## src/sv/bilinear_rgb_sample_normalize_unit_macros.svh

```systemverilog
// Assertion macros shared by the bilinear sampler RTL.
`ifndef BILINEAR_RGB_SAMPLE_NORMALIZE_UNIT_MACROS_SVH
`define BILINEAR_RGB_SAMPLE_NORMALIZE_UNIT_MACROS_SVH

// Consequent checked in the same cycle as the antecedent.
`define BRSN_ASSERT_SAME(label, clk, rst, ante, cons, msg) \
   label: assert property (@(posedge clk) disable iff (rst) (ante) |-> (cons)) else $error(msg);

// Consequent checked in the cycle after the antecedent.
`define BRSN_ASSERT_NEXT(label, clk, rst, ante, cons, msg) \
   label: assert property (@(posedge clk) disable iff (rst) (ante) |=> (cons)) else $error(msg);

`endif

```

## src/sv/brsn_pkg.sv

```systemverilog
// Shared constants and types of the bilinear RGB sampler.
package brsn_pkg;

   localparam int FRAC_BITS     = 12;
   localparam int OUT_FRAC_BITS = 12;

   localparam int COORD_W     = 13;
   localparam int FRAC_W      = 12;
   localparam int PIXEL_W     = 24;
   localparam int CHAN_W      = 8;
   localparam int NUM_CHAN    = 3;
   localparam int NORM_W      = 16;
   localparam int DIM_W       = 13;
   localparam int CSR_INDEX_W = 2;
   localparam int CSR_DATA_W  = 13;

   localparam logic [DIM_W-1:0] FRAME_WIDTH_RESET  = 13'd1920;
   localparam logic [DIM_W-1:0] FRAME_HEIGHT_RESET = 13'd1080;

   typedef enum logic [CSR_INDEX_W-1:0] {
      CSR_FRAME_WIDTH   = 2'd0,
      CSR_FRAME_HEIGHT  = 2'd1,
      CSR_CHANNEL_ORDER = 2'd2
   } csr_index_type;

   typedef enum logic {
      ORDER_RGB = 1'b0,
      ORDER_BGR = 1'b1
   } channel_order_type;

   // Mean and standard deviation in thousandths, red, green, blue.
   localparam longint MEAN_MILLI [NUM_CHAN] = '{123675, 116280, 103530};
   localparam longint STD_MILLI  [NUM_CHAN] = '{58395, 57120, 57375};

endpackage

```

## src/sv/brsn_norm.sv

```systemverilog
// Stages four and five: round and clamp to 8 bits, then mean/std normalize.
`include "bilinear_rgb_sample_normalize_unit_macros.svh"

module brsn_norm #(
   parameter int FRAC_BITS     = brsn_pkg::FRAC_BITS,
   parameter int OUT_FRAC_BITS = brsn_pkg::OUT_FRAC_BITS
) (
   input  logic                                        clock,
   input  logic                                        reset,
   input  logic                                        in_valid,
   output logic                                        in_ready,
   input  logic [2:0][brsn_pkg::CHAN_W+2*FRAC_BITS:0]  prod_top,
   input  logic [2:0][brsn_pkg::CHAN_W+2*FRAC_BITS:0]  prod_bot,
   output logic                                        out_valid,
   input  logic                                        out_ready,
   output logic [2:0][brsn_pkg::NORM_W-1:0]            norm
);

   localparam int ProdW  = brsn_pkg::CHAN_W + 2*FRAC_BITS + 1;
   localparam int ShiftW = 2*FRAC_BITS;
   localparam int RoundW = ProdW + 1 - ShiftW;
   localparam logic [ProdW:0] Half = (ProdW+1)'(1) << (ShiftW - 1);
   localparam logic [RoundW-1:0] ChanMax = RoundW'(255);

   logic                                   c_valid_ff, c_valid_in, c_ready, c_load;
   logic                                   o_valid_ff, o_valid_in, o_ready, o_load;
   logic [ProdW:0]                         total [3];
   logic [RoundW-1:0]                      rounded [3];
   logic [2:0][brsn_pkg::CHAN_W-1:0]       chan_ff, chan_in;
   logic [2:0][brsn_pkg::NORM_W-1:0]       norm_ff, norm_in;
   logic [brsn_pkg::NORM_W-1:0]            norm_rom [3][256];

   // Normalization lookup, one entry per 8-bit code, built at elaboration.
   for (genvar gc = 0; gc < 3; gc++) begin : g_chan
      for (genvar gv = 0; gv < 256; gv++) begin : g_code
         localparam longint Num   = (longint'(gv) * 1000 - brsn_pkg::MEAN_MILLI[gc])
                                  * (longint'(1) << OUT_FRAC_BITS);
         localparam longint Numer = 2 * Num + brsn_pkg::STD_MILLI[gc];
         localparam longint Denom = 2 * brsn_pkg::STD_MILLI[gc];
         localparam longint Quot  = (Numer >= 0) ? (Numer / Denom)
                                                 : -((-Numer + Denom - 1) / Denom);
         localparam longint Sat   = (Quot > 32767) ? 32767
                                  : ((Quot < -32768) ? -32768 : Quot);
         assign norm_rom[gc][gv] = brsn_pkg::NORM_W'(Sat);
      end
   end

   always_comb begin
      for (int c = 0; c < 3; c++) begin
         total[c]   = (ProdW+1)'(prod_top[c]) + (ProdW+1)'(prod_bot[c]) + Half;
         rounded[c] = total[c][ProdW:ShiftW];
         chan_in[c] = (rounded[c] > ChanMax) ? 8'hFF : rounded[c][brsn_pkg::CHAN_W-1:0];
         norm_in[c] = norm_rom[c][chan_ff[c]];
      end
   end

   assign o_ready    = !o_valid_ff || out_ready;
   assign c_ready    = !c_valid_ff || o_ready;
   assign in_ready   = c_ready;
   assign c_load     = in_valid && c_ready;
   assign o_load     = c_valid_ff && o_ready;
   assign c_valid_in = in_valid || (c_valid_ff && !o_ready);
   assign o_valid_in = c_valid_ff || (o_valid_ff && !out_ready);

   always_ff @(posedge clock) begin
      if (reset) begin
         c_valid_ff <= 1'b0;
         o_valid_ff <= 1'b0;
      end else begin
         c_valid_ff <= c_valid_in;
         o_valid_ff <= o_valid_in;
      end
   end

   always_ff @(posedge clock) begin
      if (c_load) begin
         chan_ff <= chan_in;
      end
      if (o_load) begin
         norm_ff <= norm_in;
      end
   end

   assign out_valid = o_valid_ff;
   assign norm      = norm_ff;

   `BRSN_ASSERT_NEXT(a_clamp_high, clock, reset, c_load && (rounded[0] > ChanMax), chan_ff[0] == 8'hFF, "red code above range not clamped")

endmodule

```

## config.mk

```make
export PLATFORM = sky130hd
export DESIGN_NAME = brsn_norm
export DESIGN_NICKNAME = d
export VERILOG_FILES = /design/src/sv/brsn_pkg.sv /design/src/sv/brsn_norm.sv
export VERILOG_INCLUDE_DIRS = /design/src /design/src/sv
export SDC_FILE = /design/constraint.sdc
export NUM_CORES = 1
export LEC_CHECK = 0
export BUFFER_PORTS_ARGS = -buffer_cell sky130_fd_sc_hd__buf_2
export CORE_MARGIN = 4
export CORE_UTILIZATION = 50
export DETAILED_ROUTE_END_ITERATION = 8
export PLACE_DENSITY = 0.7
export SETUP_SLACK_MARGIN = 0.4
export SYNTH_ARGS = -nofsm -noshare
export SYNTH_HDL_FRONTEND = slang
export SYNTH_SLANG_ARGS = --single-unit
```

## constraint.sdc

```tcl
create_clock -name clock -period 8.9 [get_ports clock]
set_input_delay 0.89 -clock clock [delete_from_list [all_inputs] [get_ports clock]]
set_output_delay 0.89 -clock clock [all_outputs]
set_load 0.005 [all_outputs]
```

# Word level (Yosys, flattened, before mapping)
# Memory sizes are Yosys's and may differ from the RTL's. A register that Yosys moved wholly into a read port is not among the register bits.
# Index checks and enable logic that the tools add are counted.
# word_totals
reg_bits,26
rom_bits,12288
input_bits,202
output_inout_bits,50
elab_cells,32
n_memories,3
# memory_table
name,words,word_bits,rd,rd_clocked_by_memory_dff,wr,line_no,rtl
(no name shown),256,16,1,1,0,brsn_norm.sv:53,norm_in[c] = norm_rom[c][chan_ff[c]];
(no name shown),256,16,1,1,0,brsn_norm.sv:53,
(no name shown),256,16,1,1,0,brsn_norm.sv:53,
# classes
n_addsub,6
order_cmp,3
bitwise,3
reduce_logical,12
# ops
cell,count
$add 33x33->34,3
$add 34x24->34 const B,3
$gt 10x8->1 const B,3
$not 8->9,3
$logic_and 1x1->1,4
$logic_not 1->1,4
$logic_or 1x1->1,4

# Longest topological paths before layout
# Gate-level depths: netlist of run 1.
# logic_depth
word_depth,5
depth_mapped,13
mapped_depth_nobuf,12

# Worst setup path before layout of run 1
# OpenSTA, ideal clock, no wires.
# synth_timing
path_kind,input to register
from,in out_ready
to,"reg norm_ff, in the netlist norm[0] (enable)"
setup_ps,453
arrival_time_ps,2980
t_required_ps,8447
slack_ps,5467
cell_stages,2
path_buffers,0
path_cell_list,nor2b_1 -> nor2b_1
# synth_between
elab_chain_len,2
# synth_lines
item,line_no,rtl
start: declaration,brsn_norm.sv:15,"input logic out_ready,"
$logic_or 1x1->1,brsn_norm.sv:57,assign o_ready = !o_valid_ff || out_ready;
$logic_and 1x1->1,brsn_norm.sv:61,assign o_load = c_valid_ff && o_ready;
net o_load,brsn_norm.sv:26,"logic o_valid_ff, o_valid_in, o_ready, o_load;"
end: declaration,brsn_norm.sv:30,"logic [2:0][brsn_pkg::NORM_W-1:0] norm_ff, norm_in;"
# The timed path passes the listed nets, and every way through them passes these cells.
# A chain may end at the register's enable or synchronous reset.

# Worst setup path after layout of run 1
# layout_timing
from,reg chan_ff[17] (netlist name)
to,"reg norm_ff, in the netlist norm[39] (data pin)"
# layout_between
elab_chain_len,1
# layout_lines
item,line_no,rtl
start: declaration,brsn_norm.sv:29,"logic [2:0][brsn_pkg::CHAN_W-1:0] chan_ff, chan_in;"
start signal: assignment,brsn_norm.sv:77,chan_ff <= chan_in;
$not 8->9 (implied by the code),brsn_norm.sv:53,
# Every way passes these cells.

==> results of run 1 <==
## cell families (layout without fill, tap and decap cells)
kind of cell / after synthesis / count (layout) / share of synthesized area (%)
buffers and inverters: 269 / 349 / 7.006
xor gates and xnor gates: 27 / 27 / 1.427
and+or+nand+nor: 724 / 724 / 19.66
AOI/OAI and AO/OA: 953 / 953 / 35.41
DFF: 71 / 71 / 12.74
muxes: 66 / 66 / 6.764
adders and majority gates: 225 / 225 / 16.99
## layout by cell type, fill, tap and decap left out, types with 10 or more instances in the layout
cell type	n
a22oi_1	12
a21oi_1	312
a31oi_1	52
xnor2_1	20
nand4_1	20
o21ai_0	249
nor3_1	50
o211ai_1	38
buf_4	26
nand2b_1	36
a311oi_1	12
mux2i_1	26
and3_1	13
edfxtp_1	69
buf_2	251
a21o_1	38
o21a_1	10
nand2_1	265
ha_1	225
nand3_1	47
mux4_2	36
nor2b_1	23
a221oi_1	14
inv_1	50
a211oi_1	51
o22ai_1	15
or3_1	10
o21ai_1	14
nor2_1	207
o311ai_0	10
o31ai_1	17
and2_1	16
## per-stage QoR
stage	instance area (sq um)	total power, W	cells	setup slack, ns	hold WS [ns]
6_report	17930	0.002447	2857	4.896	0.5199
3_3_place_gp	17630	0.001997	2841	5.139	0.5084
2_1_floorplan	16570	0.001668	2335	5.467	0.4778
4_1_cts	17930	0.002417	2857	4.962	0.5235
3_5_place_dp	17630	0.002024	2841	4.948	0.5147
5_1_grt	17930	0.002639	2857	4.485	0.5774
## registers in the layout (all words and copies together) (netlist names)
name,flops
out_valid,1
chan_ff,24
norm,45
c_valid_ff,1
## worst max path at each step
stage | from | slack, ns | cells after the start | to
6_report | chan_ff[17] | 4.90 | 8 | norm[39]
5_1_grt | chan_ff[17] | 4.49 | 8 | norm[36]
4_1_cts | chan_ff[17] | 4.96 | 8 | norm[39]
3_5_place_dp | chan_ff[17] | 4.95 | 8 | norm[39]
3_3_place_gp | chan_ff[17] | 5.14 | 8 | norm[39]
2_1_floorplan | out_ready | 5.47 | 2 | norm[0]
## final cells by class
cell class	instances	area share, %
Multi-Input combinational cell	1995	74.21
Sequential cell	71	11.78
Timing Repair Buffer	277	8.094
Tap cell	442	3.084
Clock buffer	10	1.277
Inverter	56	1.172
Clock inverter	6	0.3838
## per-layer routing
metal	global-route usage [%]	vias up
met4	9.210	0
met1	37.01	8550
met3	2.661	123
li1	-	8969
met5	0	-
met2	44.23	1022
## power groups by stage
stage | clock (W) | combinational [W] | sequential [W]
floorplan | 0 | 0.00121 | 0.000454
global placement | 0 | 0.00153 | 0.000464
detailed placement | 0 | 0.00156 | 0.000464
CTS | 0.000392 | 0.00157 | 0.000457
global route | 0.000409 | 0.00177 | 0.000461
finish | 0.000388 | 0.00160 | 0.000458
## critical path, stage by stage (launching register included)
cell	delay [ns]
edfxtp_1	0.91
inv_1	0.40
ha_1	0.63
nor2b_1	0.52
nor2_1	0.15
nor2_1	0.11
a21oi_1	0.07
mux4_2	0.50
mux4_2	0.46
==> impl_metrics.py, run 1 <==
metrics = {
    "die": {
        "die_h_um": 190.1,
        "initial_core_util_pct": 50.81,
        "die_area_sq_um": 36120,
        "die_x_um": 190.1,
        "ios": 252,
        "core_area_sq_um": 32620,
        "num_rows": 66,
    },
    "timing": {
        "clock_skew_ns": 0.02542,
        "rsz0062_at_grt": "false",
        "tns_ns": 0,
        "period_share_pct": 44.99,
        "max_freq_mhz": 249.8,
        "setup_violations": 0,
        "worst_pin_slew_ns": 0.8775,
        "max-slew-margin-rel_pct": 41.43,
        "drv_slew": 0,
        "period_minus_slack_ns": 4.004,
        "hold_viol_final": 0,
    },
    "job": {
        "max_cap_violations": 0,
    },
    "synthesis": {
        "yosysTopAreaCell": "ha_1",
        "synth_most_common_cell": "a21oi_1",
        "synthFlopType": "edfxtp_1",
        "ys_seq_area_share_pct": 12.74,
        "synth_fp_nets": 2762,
        "syn_inst": 2335,
        "syn_area_sq_um": 16570,
        "yosysWarningCount": 0,
        "yosys-top-cells-area": "ha_1, edfxtp_1, a21oi_1, o21ai_0, nand2_1",
        "yosys_register_bits": 71,
        "syn_area_per_cell_sq_um": 7.098,
        "synth-async-reset-ratio_pct": 0,
        "synth_top_area_share_pct": 16.99,
        "yosysUniqueCellTypes": 88,
        "synth.cells.most_frequent": "a21oi_1, nand2_1, o21ai_0, ha_1, nor2_1",
        "synth_edf_count": 69,
    },
    "pwr": {
        "combPwrFrac_pct": 65.4,
        "intPower_w": 0.001273,
        "p_clk_share_pct": 15.8,
        "vdd_drop_max_v": 0.0001015,
        "power_density_nw_per_um2": 136.5,
        "switchingPower_w": 0.001174,
        "switching_share_pct": 47.98,
        "p_seq_share_pct": 18.7,
        "p_leak_nw": 7.716,
    },
    "worst_setup_path": {
        "r2r_end": "norm[39]",
        "rr_startpoint": "chan_ff[17]",
        "reg2regPathDepth": 8,
        "cp.arrival_ns": 4.10,
        "crit_fanout": 25,
        "worstSetupPathType": "flip-flop to flip-flop",
        "start_kind": "flip-flop",
        "required_ns": 9.00,
        "critPathCaptureType": "flip-flop",
        "reg2reg_slack_ns": 4.90,
    },
    "routing": {
        "wl_met3_mm": 4.653,
        "drt_iter0_markers": 2602,
        "first_pass_iters": 6,
        "drtAntennaViolNets": 0,
        "met1_length_mm": 21.56,
        "routed_wirelength_mm": 52.30,
        "vias_per_cell": 6.533,
        "top_layer": "met4",
        "wl_per_cell_um": 18.30,
        "wl_met2_mm": 24.59,
        "drc_errors": 0,
        "via_count": 18664,
    },
    "global_route": {
        "overflow": 0,
        "antenna_found_initial": 0,
        "grt_pass1_wl_mm": 83.01,
        "grt_usage_pct": 26.89,
        "grt_max_degree": 87,
        "grt_pass1_vias": 16911,
    },
    "worst_hold_path": {
        "hold_depth": 2,
        "min_from": "c_valid_ff",
        "whs_endpoint": "out_valid",
        "hold_class": "flip-flop to flip-flop",
    },
    "clock_tree": {
        "htreeDepth": 3,
        "clock_path_buffers": 2,
        "post-cts-setup-buffers": 0,
        "cts-root-buf": "clkbuf_16",
        "cts_resized": 0,
        "cts-buffers-inserted": 9,
        "cts_sinks": 71,
        "cts_hold_buf": 0,
        "path_clk_slew_ns": 0.07,
        "clock_latency_ns": 0.37,
        "cts_tree": "done",
    },
    "cells_and_area": {
        "antennaDiodeCount": 0,
        "fin_util_pct": 54.98,
        "seq_area_sq_um": 2112,
        "drive_gt1_share_pct": 14.95,
        "multi_input_area_sq_um": 13310,
        "areaGrowthSynthToFinish_pct": 8.199,
        "fillCellCount": 3149,
        "fin_nets": 2837,
    },
    "placement": {
        "port_buffers": 251,
        "gp_congestion": 0.9369,
        "hpwl_mm": 36.66,
    },
    "outcome": {
        "outcome": "finished clean",
    },
}
Power figures use the tool's default switching activity.
==> run 2: changes to the inputs <==
- clock period: 8.9 -> 3.9 ns (I/O delays scaled with it)
==> impl_metrics.py, run 2 (synthesis gave the netlist of run 1 again) <==
metrics = {
    "routing": {
        "vias_per_cell": 6.550,
        "drt_iter0_markers": 2370,
        "via_count": 18863,
        "wl_per_cell_um": 18.61,
        "routed_wirelength_mm": 53.60,
        "drtAntennaViolNets": 0,
        "drc_errors": 0,
        "first_pass_iters": 6,
    },
    "cells_and_area": {
        "layout_commonest_cell": "a21oi_1",
        "fillCellCount": 3134,
        "final_area_sq_um": 18180,
        "areaGrowthSynthToFinish_pct": 9.671,
        "largest_reg_flops": 45,
        "antennaDiodeCount": 0,
        "seq_area_sq_um": 2112,
        "final_cell_mix": "a21oi_1, nand2_1, buf_2, o21ai_0, ha_1",
        "multi_input_area_sq_um": 13310,
        "fin_util_pct": 55.72,
        "fin_nets": 2860,
        "drive_gt1_share_pct": 15.83,
    },
    "worst_setup_path": {
        "reg2regPathDepth": 10,
        "reg2reg_slack_ns": 0.68,
        "crit_fanout": 16,
        "crit_family": "compound AO/OA/AOI/OAI gates",
        "path_buf_inv": 1,
        "r2r_end": "norm[16]",
        "crit_top_cell": "a21oi_1",
        "slowest_stage": "edfxtp_1",
        "worstSetupPathType": "flip-flop to flip-flop",
        "cp_slowest_stage_delay_ns": 0.74,
        "cp.arrival_ns": 3.30,
        "required_ns": 3.98,
        "critPathCaptureType": "flip-flop",
        "rr_startpoint": "chan_ff[9]",
        "start_kind": "flip-flop",
        "worstPathCellList": "inv_1, ha_1, nor2_1, a21oi_1, a21boi_0, a211oi_1, a21oi_1, nor2_1, a2111oi_0, a21oi_1",
    },
    "pwr": {
        "power_density_nw_per_um2": 311.1,
        "intPower_w": 0.002954,
        "p_seq_share_pct": 19.0,
        "p_clk_share_pct": 15.7,
        "vdd_drop_max_v": 0.0002152,
        "p_leak_nw": 7.847,
        "switching_share_pct": 47.76,
        "combPwrFrac_pct": 65.3,
        "switchingPower_w": 0.002701,
    },
    "timing": {
        "max-slew-margin-rel_pct": 31.03,
        "drv_slew": 0,
        "setup_violations": 0,
        "hold_viol_final": 0,
        "max_freq_mhz": 310.3,
        "period_minus_slack_ns": 3.223,
        "worst_pin_slew_ns": 1.035,
        "clock_skew_ns": 0.01070,
        "tns_ns": 0,
        "period_share_pct": 82.64,
        "rsz0062_at_grt": "false",
    },
    "outcome": {
        "outcome": "finished clean",
    },
    "clock_tree": {
        "cts-buffers-inserted": 9,
        "cts_tree": "done",
        "clock_path_buffers": 2,
        "cts_resized": 0,
        "cts_hold_buf": 0,
        "post-cts-setup-buffers": 0,
        "cts-root-buf": "clkbuf_16",
        "htreeDepth": 3,
        "clock_latency_ns": 0.36,
        "path_clk_slew_ns": 0.07,
        "cts_sinks": 71,
    },
    "placement": {
        "hpwl_mm": 38.97,
        "port_buffers": 251,
        "postPlaceCellArea_sq_um": 17870,
        "gp_congestion": 0.9502,
    },
    "die": {
        "die_x_um": 190.1,
        "die_h_um": 190.1,
        "ios": 252,
        "core_area_sq_um": 32620,
        "initial_core_util_pct": 50.81,
        "die_area_sq_um": 36120,
        "num_rows": 66,
    },
    "global_route": {
        "overflow": 0,
        "grt_max_degree": 124,
        "grt_usage_pct": 27.70,
        "grt_pass1_vias": 17075,
        "grt_pass1_wl_mm": 85.06,
        "antenna_found_initial": 0,
    },
    "worst_hold_path": {
        "hold_depth": 2,
        "hold_class": "input port to flip-flop",
        "whs_endpoint": "out_valid",
        "min_from": "reset",
    },
    "job": {
        "max_cap_violations": 0,
    },
}
run 2: layout make-up:
| type | instances | share of cell area [%] |
|---|---|---|
| multi-input combinational | 1995 | 73.23 |
| clock inverter | 7 | 0.4337 |
| timing repair buffer | 300 | 9.279 |
| sequential | 71 | 11.62 |
| inverter | 56 | 1.156 |
| clock buffer | 9 | 1.239 |
| tap | 442 | 3.043 |
run 2: worst max-delay path by stage:
stage | startpoint | end | cells past startpoint
final | chan_ff[9] | norm[16] | 10
after global routing | chan_ff[9] | norm[16] | 10
after CTS | chan_ff[16] | norm[39] | 9
after detailed placement | prod_top[2] | chan_ff[6] | 11
after global placement | prod_top[2] | chan_ff[6] | 11
after floorplan | chan_ff[17] | norm[39] | 10
run 2: layer usage:
metal / vias up / wire length, um / track usage (%)
li1: 9003 / - / -
met1: 8668 / 22040 / 37.67
met2: 1029 / 25110 / 45.69
met3: 163 / 4749 / 4.128
met4: 0 / 1695 / 8.264
met5: - / 0 / 0
run 2: per-stage QoR:
step,setup WS (ns),hold WS [ns],cells,total power [W]
global placement,0.6946,0.5036,2864,0.004626
detailed placement,0.6309,0.5149,2864,0.004690
CTS,0.7750,0.1933,2880,0.005597
global route,0.4274,0.2044,2880,0.006093
floorplan,0.9352,0.4624,2335,0.003807
finish,0.6768,0.2022,2880,0.005655
run 2: power by group through the flow:
stage                     clock [W]  sequential [W]  combinational (W)
after floorplan                   0         0.00104            0.00277
after global placement            0         0.00109            0.00354
after detailed placement          0         0.00109            0.00360
after CTS                  0.000903         0.00107            0.00362
after global routing       0.000935         0.00109            0.00407
final                      0.000886         0.00108            0.00369
run 2: worst register-to-register path: stages (launching register included):
cell and delay (ns):
edfxtp_1 0.74, inv_1 0.17, ha_1 0.34, nor2_1 0.24, a21oi_1 0.14, a21boi_0 0.34
a211oi_1 0.13, a21oi_1 0.17, nor2_1 0.05, a2111oi_0 0.53, a21oi_1 0.09
