### config.mk
export PLATFORM = sky130hd
export DESIGN_NAME = brsn_weight
export DESIGN_NICKNAME = d
export VERILOG_FILES = /design/src/sv/brsn_pkg.sv /design/src/sv/brsn_weight.sv
export VERILOG_INCLUDE_DIRS = /design/src /design/src/sv
export SDC_FILE = /design/constraint.sdc
export NUM_CORES = 1
export LEC_CHECK = 0
export ABC_CLOCK_PERIOD_IN_PS = 6600
export BUFFER_PORTS_ARGS = -buffer_cell sky130_fd_sc_hd__buf_4
export CAP_MARGIN = 20
export CORE_AREA = 2 2 135 203
export CTS_CLUSTER_SIZE = 28
export DETAILED_ROUTE_END_ITERATION = 6
export DIE_AREA = 0 0 137 205
export GPL_ROUTABILITY_DRIVEN = 0
export SLEW_MARGIN = 0
export SYNTH_ARGS = -nofsm -noshare
export SYNTH_HDL_FRONTEND = slang
export SYNTH_SLANG_ARGS = --single-unit
export TNS_END_PERCENT = 1
### constraint.sdc
create_clock -name clock -period 6.6 [get_ports clock]
set_input_delay 1.32 -clock clock [delete_from_list [all_inputs] [get_ports clock]]
set_output_delay 1.32 -clock clock [all_outputs]
set_load 0.02 [all_outputs]
### src/sv/bilinear_rgb_sample_normalize_unit_macros.svh
// Assertion macros shared by the bilinear sampler RTL.
`ifndef BILINEAR_RGB_SAMPLE_NORMALIZE_UNIT_MACROS_SVH
`define BILINEAR_RGB_SAMPLE_NORMALIZE_UNIT_MACROS_SVH

// Consequent checked in the same cycle as the antecedent.
`define BRSN_ASSERT_SAME(label, clk, rst, ante, cons, msg) \
   label: assert property (@(posedge clk) disable iff (rst) (ante) |-> (cons)) else $error(msg);

// Consequent checked in the cycle after the antecedent.
`define BRSN_ASSERT_NEXT(label, clk, rst, ante, cons, msg) \
   label: assert property (@(posedge clk) disable iff (rst) (ante) |=> (cons)) else $error(msg);

`endif

### src/sv/brsn_pkg.sv
// Shared constants and types of the bilinear RGB sampler.
package brsn_pkg;

   localparam int FRAC_BITS     = 12;
   localparam int OUT_FRAC_BITS = 12;

   localparam int COORD_W     = 13;
   localparam int FRAC_W      = 12;
   localparam int PIXEL_W     = 24;
   localparam int CHAN_W      = 8;
   localparam int NUM_CHAN    = 3;
   localparam int NORM_W      = 16;
   localparam int DIM_W       = 13;
   localparam int CSR_INDEX_W = 2;
   localparam int CSR_DATA_W  = 13;

   localparam logic [DIM_W-1:0] FRAME_WIDTH_RESET  = 13'd1920;
   localparam logic [DIM_W-1:0] FRAME_HEIGHT_RESET = 13'd1080;

   typedef enum logic [CSR_INDEX_W-1:0] {
      CSR_FRAME_WIDTH   = 2'd0,
      CSR_FRAME_HEIGHT  = 2'd1,
      CSR_CHANNEL_ORDER = 2'd2
   } csr_index_type;

   typedef enum logic {
      ORDER_RGB = 1'b0,
      ORDER_BGR = 1'b1
   } channel_order_type;

   // Mean and standard deviation in thousandths, red, green, blue.
   localparam longint MEAN_MILLI [NUM_CHAN] = '{123675, 116280, 103530};
   localparam longint STD_MILLI  [NUM_CHAN] = '{58395, 57120, 57375};

endpackage

### src/sv/brsn_weight.sv
// Stage one: frame bounds check, channel ordering and interpolation weights.
`include "bilinear_rgb_sample_normalize_unit_macros.svh"

module brsn_weight #(
   parameter int FRAC_BITS = brsn_pkg::FRAC_BITS
) (
   input  logic                                    clock,
   input  logic                                    reset,
   input  logic                                    in_valid,
   output logic                                    in_ready,
   input  logic signed [brsn_pkg::COORD_W-1:0]     corner_x,
   input  logic signed [brsn_pkg::COORD_W-1:0]     corner_y,
   input  logic [brsn_pkg::FRAC_W-1:0]             frac_x,
   input  logic [brsn_pkg::FRAC_W-1:0]             frac_y,
   input  logic [brsn_pkg::PIXEL_W-1:0]            pixel_top_left,
   input  logic [brsn_pkg::PIXEL_W-1:0]            pixel_top_right,
   input  logic [brsn_pkg::PIXEL_W-1:0]            pixel_bottom_left,
   input  logic [brsn_pkg::PIXEL_W-1:0]            pixel_bottom_right,
   input  logic [brsn_pkg::DIM_W-1:0]              frame_width,
   input  logic [brsn_pkg::DIM_W-1:0]              frame_height,
   input  brsn_pkg::channel_order_type             channel_order,
   output logic                                    out_valid,
   input  logic                                    out_ready,
   output logic [2:0][brsn_pkg::CHAN_W-1:0]        tl_chan,
   output logic [2:0][brsn_pkg::CHAN_W-1:0]        tr_chan,
   output logic [2:0][brsn_pkg::CHAN_W-1:0]        bl_chan,
   output logic [2:0][brsn_pkg::CHAN_W-1:0]        br_chan,
   output logic [FRAC_BITS:0]                      wx0,
   output logic [FRAC_BITS:0]                      wx1,
   output logic [FRAC_BITS:0]                      wy0,
   output logic [FRAC_BITS:0]                      wy1
);

   localparam int WeightW = FRAC_BITS + 1;
   localparam int FracUse = (FRAC_BITS < brsn_pkg::FRAC_W) ? FRAC_BITS : brsn_pkg::FRAC_W;
   localparam int CoordW1 = brsn_pkg::COORD_W + 1;
   localparam logic [WeightW-1:0] One = {1'b1, {FRAC_BITS{1'b0}}};

   logic                                 valid_ff, valid_in;
   logic                                 load;
   logic [CoordW1-1:0]                   x1, y1;
   logic                                 x0_in, x1_in, y0_in, y1_in;
   logic [2:0][brsn_pkg::CHAN_W-1:0]     tl_ff, tr_ff, bl_ff, br_ff;
   logic [2:0][brsn_pkg::CHAN_W-1:0]     tl_in, tr_in, bl_in, br_in;
   logic [WeightW-1:0]                   wx0_ff, wx1_ff, wy0_ff, wy1_ff;
   logic [WeightW-1:0]                   wx0_in, wx1_in, wy0_in, wy1_in;

   // Map stored bytes to red, green, blue; black when off frame.
   function automatic logic [2:0][brsn_pkg::CHAN_W-1:0] pick_rgb(
      input logic [brsn_pkg::PIXEL_W-1:0] pix,
      input logic                         on_frame,
      input brsn_pkg::channel_order_type  order
   );
      logic [2:0][brsn_pkg::CHAN_W-1:0] rgb;
      rgb[1] = pix[15:8];
      if (order == brsn_pkg::ORDER_BGR) begin
         rgb[0] = pix[23:16];
         rgb[2] = pix[7:0];
      end else begin
         rgb[0] = pix[7:0];
         rgb[2] = pix[23:16];
      end
      return on_frame ? rgb : '0;
   endfunction

   assign x1 = {corner_x[brsn_pkg::COORD_W-1], corner_x} + CoordW1'(1);
   assign y1 = {corner_y[brsn_pkg::COORD_W-1], corner_y} + CoordW1'(1);

   always_comb begin
      x0_in = !corner_x[brsn_pkg::COORD_W-1] && (corner_x < $signed({1'b0, frame_width}));
      y0_in = !corner_y[brsn_pkg::COORD_W-1] && (corner_y < $signed({1'b0, frame_height}));
      x1_in = !x1[CoordW1-1] && (x1 < {1'b0, frame_width});
      y1_in = !y1[CoordW1-1] && (y1 < {1'b0, frame_height});
      tl_in = pick_rgb(pixel_top_left,     x0_in && y0_in, channel_order);
      tr_in = pick_rgb(pixel_top_right,    x1_in && y0_in, channel_order);
      bl_in = pick_rgb(pixel_bottom_left,  x0_in && y1_in, channel_order);
      br_in = pick_rgb(pixel_bottom_right, x1_in && y1_in, channel_order);
      wx1_in = WeightW'(frac_x[FracUse-1:0]);
      wy1_in = WeightW'(frac_y[FracUse-1:0]);
      wx0_in = One - wx1_in;
      wy0_in = One - wy1_in;
   end

   assign in_ready = !valid_ff || out_ready;
   assign load     = in_valid && in_ready;
   assign valid_in = in_valid || (valid_ff && !out_ready);

   always_ff @(posedge clock) begin
      if (reset) begin
         valid_ff <= 1'b0;
      end else begin
         valid_ff <= valid_in;
      end
   end

   always_ff @(posedge clock) begin
      if (load) begin
         tl_ff  <= tl_in;
         tr_ff  <= tr_in;
         bl_ff  <= bl_in;
         br_ff  <= br_in;
         wx0_ff <= wx0_in;
         wx1_ff <= wx1_in;
         wy0_ff <= wy0_in;
         wy1_ff <= wy1_in;
      end
   end

   assign out_valid = valid_ff;
   assign tl_chan   = tl_ff;
   assign tr_chan   = tr_ff;
   assign bl_chan   = bl_ff;
   assign br_chan   = br_ff;
   assign wx0       = wx0_ff;
   assign wx1       = wx1_ff;
   assign wy0       = wy0_ff;
   assign wy1       = wy1_ff;

   `BRSN_ASSERT_NEXT(a_left_off_frame, clock, reset, load && corner_x[brsn_pkg::COORD_W-1], (tl_ff == '0) && (bl_ff == '0), "left neighbors of a negative corner not black")
   `BRSN_ASSERT_SAME(a_weight_sum, clock, reset, valid_ff, ((wx0_ff + wx1_ff) == One) && ((wy0_ff + wy1_ff) == One), "weight pair does not sum to one")

endmodule

# After elaboration in Yosys (flattened, before gate mapping)
# Cells that the tools add are included.
[totals]
ff_bits = 147
latchBits = 0
mem_bits_rw = 0
mem_bits_ro = 0
input_bits = 177
out_inout_bits = 150
word_cells = 51
n_memories = 0
[op_classes]
addsub = 4
mul = 0
div = 0
magnitude_cmp = 4
eq_ne = 0
n_shift = 0
mux = 8
bitwise_logic = 0
n_reduce_logical = 18
[op_table]
columns = ["operator", "count"]
rows = [
  ["two-way mux 8 bit", 8],
  ["adder 13 x 2 -> 14 bit (second input constant)", 2],
  ["less-than comparator 13 x 14 -> 1 bit", 2],
  ["less-than comparator 14 x 13 -> 1 bit", 2],
  ["subtractor 13 x 12 -> 13 bit (first input constant)", 2],
  ["logical AND 1 bit", 10],
  ["logical NOT 1 bit", 6],
  ["logical OR 1 bit", 2],
]

# Depth between registers and ports, before layout
# Gate-level depths: netlist of the first run.
[logic_depth]
ltp_word = 4
depth_mapped = 12
mapped_depth_nobuf = 10

# Least setup slack after synthesis of the first run
# Ideal clock, no wire load.
[synth_path]
kind = "input port to flip-flop"
from = "input port out_ready"
to = "register bl_ff, in the netlist bl_chan[0], enable pin"
setup_time_ns = 0.520
arrival_ns = 4.921
required_ns = 6.080
slack_ns = 1.159
path_stages = 2
n_path_buf = 0
cell_sequence = "nand2b_1 > and2_1"
[synth_via]
elab_chain_cells = 2
[synth_rtl]
columns = ["element", "line_no", "source"]
rows = [
  ["from (decl)", "brsn_weight.sv:23", "input logic out_ready,"],
  ["logical OR 1 bit", "brsn_weight.sv:84", "assign in_ready = !valid_ff || out_ready;"],
  ["logical AND 1 bit", "brsn_weight.sv:85", "assign load = in_valid && in_ready;"],
  ["named net load", "brsn_weight.sv:40", "logic load;"],
  ["to (signal assigned)", "brsn_weight.sv:100", "bl_ff <= bl_in;"],
  ["to (decl)", "brsn_weight.sv:43", "logic [2:0][brsn_pkg::CHAN_W-1:0] tl_ff, tr_ff, bl_ff, br_ff;"],
]
# The timed path passes the listed nets, and every way through them passes these cells.
# A chain may end at the register's enable or synchronous reset.

# Final worst setup path of the first run
[layout_path]
from = "input port corner_y[0] in the netlist's numbering"
to = "register bl_ff, in the netlist bl_chan[23], data pin"
[layout_via]
elab_chain_cells = 4
word_cells_on_any_way = 5
[layout_rtl]
columns = ["element", "line_no", "source"]
rows = [
  ["from (decl)", "brsn_weight.sv:12", "input logic signed [brsn_pkg::COORD_W-1:0] corner_y,"],
  ["adder 13 x 2 -> 14 bit (*)", "brsn_weight.sv:67", "assign y1 = {corner_y[brsn_pkg::COORD_W-1], corner_y} + CoordW1'(1);"],
  ["less-than comparator 14 x 13 -> 1 bit or logical NOT 1 bit (tied branches)", "brsn_weight.sv:73", "y1_in = !y1[CoordW1-1] && (y1 < {1'b0, frame_height});"],
  ["logical AND 1 bit (*)", "brsn_weight.sv:73", ""],
  ["logical AND 1 bit (*)", "brsn_weight.sv:76", "bl_in = pick_rgb(pixel_bottom_left, x0_in && y1_in, channel_order);"],
]
# Mark *: on every way between the ends. The rest lies on a longest branch, timed or not.

==> results of run 1 <==
per-layer routing:
layer  vias up  track usage  wire length (um)
li1       2910            -                 -
met1      2823        0.168              8130
met2       223        0.291             12100
met3        25       0.0413              1680
met4         0       0.0585               457
met5         -            0                 0
sequential cells by signal, summed over array words and instances (netlist names):
name and cells:
bl_chan 24, br_chan 24, tl_chan 24, tr_chan 24, wx0 13, wy0 13
wx1 11, wy1 11, out_valid 1
critical path: cells and delay by family:
kind	cells	cell delay (ns)
AO/OA/AOI/OAI	2	0.52
XOR/XNOR	1	0.10
adder cells (fa/ha/maj)	2	0.52
buffers and inverters	2	0.64
AND/OR/NAND/NOR	4	0.72
layout make-up:
class | count | area, um2 | share of cell area
inverters | 41 | 154 | 0.0138
clock inverters | 12 | 135 | 0.0121
flip-flops and latches | 145 | 4340 | 0.389
well taps | 337 | 422 | 0.0378
multi-input cells | 392 | 3180 | 0.285
repair buffers | 331 | 2480 | 0.223
clock buffers | 20 | 437 | 0.0391
kinds of logic after synthesis:
kind of cell,synth area share
and+or+nand+nor,0.155
AOI/OAI and AO/OA,0.0381
other,0.000480
adders and majority gates,0.0801
xor gates and xnor gates,0.0460
DFF,0.556
buffers and inverters,0.0426
muxes,0.0820
cells in the mapped netlist, types with 10 or more instances:
cell | number | area (um2)
a21oi_1 | 16 | 80.1
clkbuf_1 | 10 | 37.5
edfxtp_1 | 144 | 4320
ha_1 | 50 | 626
inv_1 | 41 | 154
mux2i_1 | 64 | 641
nand2_1 | 16 | 60.1
nand3_1 | 12 | 60.1
nand4_1 | 11 | 68.8
nor2_1 | 22 | 82.6
nor3_1 | 45 | 225
nor3_2 | 34 | 340
nor3b_1 | 26 | 195
xnor2_1 | 25 | 219
xor2_1 | 16 | 140
final timing paths:
path / endpoint / slack, ns / cells past startpoint
worst max-delay path: bl_chan[23] / 2.89 / 11
worst min-delay path: out_valid / 0.52 / 2
worst max register to register: bl_chan[22] / 4.38 / 3
worst min register to register: out_valid / 0.52 / 2
power breakdown:
part | internal [mW] | switching (mW) | leakage (nW)
Clock | 0.558 | 0.394 | 0.269
Combinational | 0.226 | 0.299 | 3.05
Sequential | 1.09 | 0.0178 | 1.43
Total | 1.87 | 0.710 | 4.75
stage by stage:
| step | instances | setup slack [ns] |
|---|---|---|
| after CTS | 1278 | 2.87 |
| after global placement | 1246 | 2.45 |
| after floorplan | 609 | 1.16 |
| after detailed placement | 1246 | 2.41 |
| final | 1278 | 2.89 |
| after global routing | 1278 | 2.61 |
==> metrics.txt, run 1 <==
Synthesis Warnings 0; final core occ 0.424; Post-DP Area 10600 um2; Root Buffer clkbuf_16; drt wl/cell 17.5 um; Worst EP required 6.75 ns; die height 205 um; DRC violations left 0; CTS tree yes; Net count, final 1155; Final Hold Violating Endpoints 0; worst endpoint data arrival time 3.86 ns; H-tree depth 4; worst setup path start corner_y[0]; Iteration-0 DRC Markers 240; Starting Density 0.297; largest net degree at the start of global routing 67; pwr dens 232 nW/um2; number of synthesized flops with an enable pin 144; Async S/R FF share, synth 0; boundary pin count 327; DRT Pass-1 Iters 5; Highest Clock Rate 0.269 GHz; CTS resizes 0; final wirelength 22300 um; vias post-DR 5981; max incr delay on CP 0.52 ns; # diodes 0; area grow syn2layout 42.8%; Pwr Total 2.58 mW; first-pass GRT wire length 33000 um; setup_tns 0 ns; initial antenna violation count 0; critical path capture point type flip-flop; most frequent cells in the layout 331 x buf_4, 144 x edfxtp_1, 64 x mux2i_1, 50 x ha_1, 45 x nor3_1; critical path launch point type input pin; peak fanout along the critical path 40; Rel. slew slack 0.428; postcts setup bufs 0; Setup CP Type input pin to flip-flop; share of cells above drive strength 1 0.427; Hold WS 0.523 ns; total track usage 0.157; Crit-path slowest cell buf_4; die width 137 um; worst slew pin tran 0.858 ns; CTS Hold Bufs 0; Max clock buf depth 2; FILL cells 2556; Hold Crit Start out_valid; Yosys cell types 43; Avg Synthesized Cell Area 12.8 um2; Final Max Tran Viols 0; TritonCTS Buffers 17; detailed placement HPWL 17000 um; fin crit period 3.71 ns; status complete, no violations; Seq/Total Area, Yosys 0.556; commonest non-fill, non-tap cell in the layout buf_4; dominant synthesized flop cell edfxtp_1; Cell Area, Synth 7810 um2; number of placement rows 73; reg2reg start out_valid; RSZ-0062 raised after global routing false; worst hold path class flip-flop to flip-flop; post-route cell area 11200 um2; worst-skew pair later-pin latency 0.42 ns; core area 26300 um2; max-cap violation count 0; final period utilization 0.563; number of global-route vias before repair 6041; worst clock skew 0.00600 ns; #FFs+latches synth 145; Leakage 4.75 nW; Setup-failing EPs final 0; input/output buffers 324; Final ANT Viol Nets 0; Die ar. 28100 um2; cells after synthesis 608; Peak VDD IR 0.165 mV; Clock Pin Slew Worst Setup and Hold Paths 0.06 ns; Cell Chain, Critical Path buf_4 -> ha_1 -> nand3_1 -> nor3_1 -> xor2_1 -> ha_1 -> nand3_1 -> a311o_1 -> o2111ai_4 -> buf_4 -> nor3_1; Avg Vias per Cell 4.68; GRT overflow 0; clk sinks 145
No activity file was read; power rests on OpenSTA's default activity.
==> run 2: changes to the inputs <==
--- a/config.mk
+++ b/config.mk
@@ -6,7 +6,7 @@
 export SDC_FILE = /design/constraint.sdc
 export NUM_CORES = 1
 export LEC_CHECK = 0
-export ABC_CLOCK_PERIOD_IN_PS = 6600
+export ABC_CLOCK_PERIOD_IN_PS = 3500
 export BUFFER_PORTS_ARGS = -buffer_cell sky130_fd_sc_hd__buf_4
 export CAP_MARGIN = 20
 export CORE_AREA = 2 2 135 203
==> constraint.sdc (replaced) <==
create_clock -name clock -period 3.5 [get_ports clock]
set_input_delay 0.7 -clock clock [delete_from_list [all_inputs] [get_ports clock]]
set_output_delay 0.7 -clock clock [all_outputs]
set_load 0.02 [all_outputs]
==> metrics.txt, run 2 (synthesized netlist as in run 1, its figures left out) <==
clk sinks 145 (unchanged); GRT overflow 0 (unchanged); initial antenna violation count 0 (unchanged); Setup-failing EPs final 0 (unchanged); Highest Clock Rate 0.350 GHz; Iteration-0 DRC Markers 206 (was 240); DRC violations left 0 (unchanged); Final ANT Viol Nets 0 (unchanged); detailed placement HPWL 17200 um (was 17000 um); most frequent cells in the layout 326 x buf_4, 144 x edfxtp_1, 64 x mux2i_1, 50 x ha_1, 45 x nor3_1 (was 331 x buf_4, 144 x edfxtp_1, 64 x mux2i_1, 50 x ha_1, 45 x nor3_1); clock share of power 0.374 (was 0.368); boundary pin count 327 (unchanged); number of global-route vias before repair 6117 (was 6041); Peak VDD IR 0.317 mV (was 0.165 mV); worst-skew pair later-pin latency 0.42 ns (about the same); critical path launch point type input pin (unchanged); worst endpoint data arrival time 3.10 ns (was 3.86 ns); core area 26300 um2 (unchanged); sequential share of power 0.423 (was 0.428); dpl ws 0.213 ns (was 2.41 ns); die width 137 um (unchanged); DRT Pass-1 Iters 4 (was 5); Avg Vias per Cell 4.72 (was 4.68); CTS resizes 0 (unchanged); RSZ-0062 raised after global routing false (unchanged); fin crit period 2.86 ns; vias post-DR 6040 (was 5981); Crit-path slowest cell ha_1 (was buf_4); final period utilization 0.816; Final WS setup 0.643 ns (was 2.89 ns); FILL cells 2510 (was 2556); Cell Chain, Critical Path buf_4 -> and4_1 -> nand4_1 -> or2_2 -> xnor2_1 -> ha_1 -> a21oi_1 -> nand3_1 -> a221oi_1 -> o211ai_1 -> buf_12 -> nor3_1 (was buf_4 -> ha_1 -> nand3_1 -> nor3_1 -> xor2_1 -> ha_1 -> nand3_1 -> a311o_1 -> o2111ai_4 -> buf_4 -> nor3_1); first-pass GRT wire length 33300 um (was 33000 um); # diodes 0 (unchanged); input/output buffers 324 (unchanged); max-cap violation count 0 (unchanged); Leakage 4.78 nW (was 4.75 nW); Logic pwr share 0.204 (was 0.203); final wirelength 22100 um (was 22300 um); status complete, no violations (unchanged); pwr dens 439 nW/um2 (was 232 nW/um2); fin cells 1279 (was 1278); internal cell power 3.62 mW (was 1.87 mW); worst slew pin tran 0.807 ns (was 0.858 ns); Starting Density 0.297 (unchanged); Root Buffer clkbuf_16 (unchanged); worst clock skew 0.00716 ns (was 0.00600 ns); H-tree depth 4 (unchanged); die height 205 um (unchanged); Max clock buf depth 2 (unchanged); placed insts 1247 (was 1246); Setup CP Type input pin to flip-flop (unchanged); Final Max Tran Viols 0 (unchanged); CTS tree yes (unchanged); NetSw 1.32 mW (was 710 uW); TritonCTS Buffers 17 (unchanged); max incr delay on CP 0.32 ns (was 0.52 ns); setup_tns 0 ns (unchanged); CTS Hold Bufs 0 (unchanged); Net count, final 1156 (was 1155); number of placement rows 73 (unchanged); largest net degree at the start of global routing 69 (was 67); critical path capture point type flip-flop (unchanged); Die ar. 28100 um2 (unchanged); peak fanout along the critical path 48 (was 40); Worst EP required 3.74 ns (was 6.75 ns); total track usage 0.157 (about the same); Rel. slew slack 0.461 (was 0.428); share of cells above drive strength 1 0.428 (was 0.427); switching share of power 0.268 (was 0.275); worst hold path class input pin to flip-flop (was flip-flop to flip-flop); commonest non-fill, non-tap cell in the layout buf_4 (unchanged); drt wl/cell 17.3 um (was 17.5 um); area grow syn2layout 44.2% (was 42.8%); Final Hold Violating Endpoints 0 (unchanged); postcts setup bufs 0 (unchanged); Clock Pin Slew Worst Setup and Hold Paths 0.06 ns (about the same)
[run 2: worst max-delay path, delay by kind of cell]
| kind | cells | cell delay [ns] |
|---|---|---|
| xor+xnor | 1 | 0.13 |
| fa+ha+maj | 1 | 0.32 |
| buf+inv | 2 | 0.35 |
| compound gates | 3 | 0.56 |
| simple gates | 5 | 1.04 |
[run 2: through the flow]
step	power (mW)	area [um2]	util	hold slack, ns
3_3_place_gp	3.14	10700	0.406	0.511
6_report	4.94	11300	0.428	0.432
5_1_grt	5.16	11300	0.428	0.416
4_1_cts	5.01	11300	0.428	0.405
3_5_place_dp	3.15	10700	0.406	0.528
2_1_floorplan	2.65	7820	-	0.729
[run 2: layout make-up]
class / count / area [um2] / area share
clock buffer: 19 / 433 / 0.0384
sequential: 145 / 4340 / 0.386
multi-input combinational: 392 / 3180 / 0.282
inverter: 41 / 154 / 0.0137
clock inverter: 13 / 161 / 0.0143
tap: 337 / 422 / 0.0374
timing repair buffer: 332 / 2570 / 0.228
[run 2: power groups by stage]
stage               Combinational (mW)  Sequential, mW  Clock (mW)
finish                            1.01            2.09        1.85
global route                      1.10            2.10        1.97
CTS                               1.02            2.09        1.90
detailed placement                1.02            2.13           0
global placement                  1.01            2.12           0
floorplan                        0.372            2.28           0
[run 2: routing by layer]
metal  global-route usage  vias to the layer above  wire length [um]
li1                     -                     2920                 -
met1                0.169                     2864              8210
met2                0.287                      226             11800
met3               0.0421                       30              1590
met4               0.0608                        0               541
met5                    0                        -                 0
[run 2: final timing paths]
check,start,end,slack [ns],cells past startpoint
worst max register to register,out_valid,br_chan[18],1.86,3
worst min register to register,out_valid,out_valid,0.54,2
worst min-delay path,reset,out_valid,0.43,2
worst max-delay path,corner_x[2],br_chan[18],0.64,12
==> run 3: changes to the inputs <==
--- a/config.mk
+++ b/config.mk
@@ -6,7 +6,7 @@
 export SDC_FILE = /design/constraint.sdc
 export NUM_CORES = 1
 export LEC_CHECK = 0
-export ABC_CLOCK_PERIOD_IN_PS = 3500
+export ABC_CLOCK_PERIOD_IN_PS = 2600
 export BUFFER_PORTS_ARGS = -buffer_cell sky130_fd_sc_hd__buf_4
 export CAP_MARGIN = 20
 export CORE_AREA = 2 2 135 203
==> constraint.sdc (replaced) <==
create_clock -name clock -period 2.6 [get_ports clock]
set_input_delay 0.52 -clock clock [delete_from_list [all_inputs] [get_ports clock]]
set_output_delay 0.52 -clock clock [all_outputs]
set_load 0.02 [all_outputs]
==> metrics.txt, run 3 (synthesized netlist as in run 1, its figures left out) <==
routed wl met3 2010 um (was 1590 um); commonest non-fill, non-tap cell in the layout buf_4 (unchanged); RSZ-0062 raised after global routing true (was false); Pwr Total 6.80 mW (was 4.94 mW); fin crit period 2.61 ns; setup_tns -0.00662 ns (was 0 ns); # diodes 0 (unchanged); dpl ws -0.487 ns (was 0.213 ns); uppermost layer routed met4 (unchanged); worst slew pin tran 0.653 ns (was 0.807 ns); first-pass GRT wire length 34200 um (was 33300 um); Rel. slew slack 0.559 (was 0.461); Net count, final 1206 (was 1156); Root Buffer clkbuf_16 (unchanged); die height 205 um (unchanged); worst endpoint data arrival time 2.88 ns (was 3.10 ns); status finished, violations left (was complete, no violations); Final ANT Viol Nets 0 (unchanged); area grow syn2layout 52.6% (was 44.2%); DRT Pass-1 Iters 6 (was 4); Iteration-0 DRC Markers 270 (was 206); final period utilization 1.00; CTS tree yes (unchanged); Storage cell area 4340 um2 (unchanged); met2 wire length 13000 um (was 11800 um); Final Hold Violating Endpoints 0 (unchanged); die width 137 um (unchanged); Highest Clock Rate 0.384 GHz; FILL cells 2495 (was 2510); share of cells above drive strength 1 0.492 (was 0.428); worst-skew pair later-pin latency 0.43 ns (was 0.42 ns); final wirelength 23700 um (was 22100 um); TritonCTS Buffers 17 (unchanged); number of placement rows 73 (unchanged); total track usage 0.161 (was 0.157); input/output buffers 324 (unchanged); max-cap violation count 0 (unchanged); DRC violations left 0 (unchanged); vias post-DR 6305 (was 6040); most frequent cells in the layout 366 x buf_4, 144 x edfxtp_1, 64 x mux2i_1, 50 x ha_1, 45 x nor3_2 (was 326 x buf_4, 144 x edfxtp_1, 64 x mux2i_1, 50 x ha_1, 45 x nor3_1); Max clock buf depth 2 (unchanged); Worst EP required 2.87 ns (was 3.74 ns); Avg Vias per Cell 4.74 (was 4.72); peak fanout along the critical path 6 (was 48); clk sinks 145 (unchanged); GRT overflow 0 (unchanged); fin cells 1329 (was 1279); largest net degree at the start of global routing 49 (was 69); number of global-route vias before repair 6389 (was 6117); Clock Pin Slew Worst Setup and Hold Paths 0.07 ns (was 0.06 ns); worst clock skew 0.00775 ns (was 0.00716 ns); Final WS setup -0.00662 ns (was 0.643 ns); pwr dens 570 nW/um2 (was 439 nW/um2); Routed met1 length 8130 um (was 8210 um); Leakage 5.13 nW (was 4.78 nW); Final Max Tran Viols 0 (unchanged); area occupied by multi-input gates 3390 um2 (was 3180 um2); Setup-failing EPs final 1 (was 0); Peak VDD IR 0.488 mV (was 0.317 mV); final core occ 0.453 (was 0.428); placed insts 1291 (was 1247); Setup CP Type input pin to flip-flop (unchanged); Die ar. 28100 um2 (unchanged); boundary pin count 327 (unchanged); critical path launch point type input pin (unchanged); core area 26300 um2 (unchanged); critical path capture point type flip-flop (unchanged); drt wl/cell 17.8 um (was 17.3 um); H-tree depth 4 (unchanged); Starting Density 0.297 (unchanged); initial antenna violation count 0 (unchanged); detailed placement HPWL 18300 um (was 17200 um); failing checks setup timing; worst hold path class input pin to flip-flop (unchanged)
run 3: cell count changes in the layout (fill, tap and decap cells not counted), sizes merged:
cell      previous run  this run
clkinvlp             5         2
clkbuf              19        20
clkinv               3         7
buf                332       380
run 3: layout make-up:
| type | count | area share |
|---|---|---|
| Sequential cell | 145 | 0.364 |
| Multi-Input combinational cell | 392 | 0.284 |
| Timing Repair Buffer | 382 | 0.253 |
| Clock buffer | 18 | 0.0360 |
| Tap cell | 337 | 0.0354 |
| Clock inverter | 14 | 0.0136 |
| Inverter | 41 | 0.0129 |
run 3: critical path: stages:
cell and delay, ns:
buf_6 0.07, and4_4 0.24, nand4_1 0.11, or2_4 0.28, xnor2_2 0.13, ha_1 0.34
a21oi_1 0.16, nand3_1 0.09, a221oi_2 0.23, o211ai_1 0.17, buf_4 0.21, buf_6 0.15
nor3_1 0.17
run 3: power breakdown:
part           internal, mW  switching [mW]
sequential             2.76          0.0478
clock                  1.50           0.979
combinational         0.681           0.818
total                  4.95            1.85
run 3: per-layer routing:
metal | vias to the layer above | track usage
met3 | 26 | 0.0522
li1 | 3025 | -
met5 | - | 0
met2 | 238 | 0.301
met1 | 3016 | 0.162
met4 | 0 | 0.0644
run 3: timing repair:
action                     CTS  global route
setup buffers                1             2
pin swaps                    1            21
resized for setup            0            52
hold buffers                 0             0
gates cloned                 0             3
setup endpoints to repair    3            72
run 3: path summary, 6_finish.rpt:
check / start / end / slack [ns] / depth (start not counted)
max: corner_x[5] / br_chan[0] / -0.007 / 13
min: reset / out_valid / 0.25 / 2
max reg2reg: out_valid / bl_chan[11] / 1.00 / 3
min reg2reg: out_valid / out_valid / 0.54 / 2
run 3: stage by stage:
| stage | hold WS [ns] | area (um2) |
|---|---|---|
| floorplan | 0.589 | 7820 |
| global placement | 0.512 | 11000 |
| detailed placement | 0.535 | 11000 |
| CTS | 0.221 | 11600 |
| global route | 0.240 | 11900 |
| finish | 0.249 | 11900 |
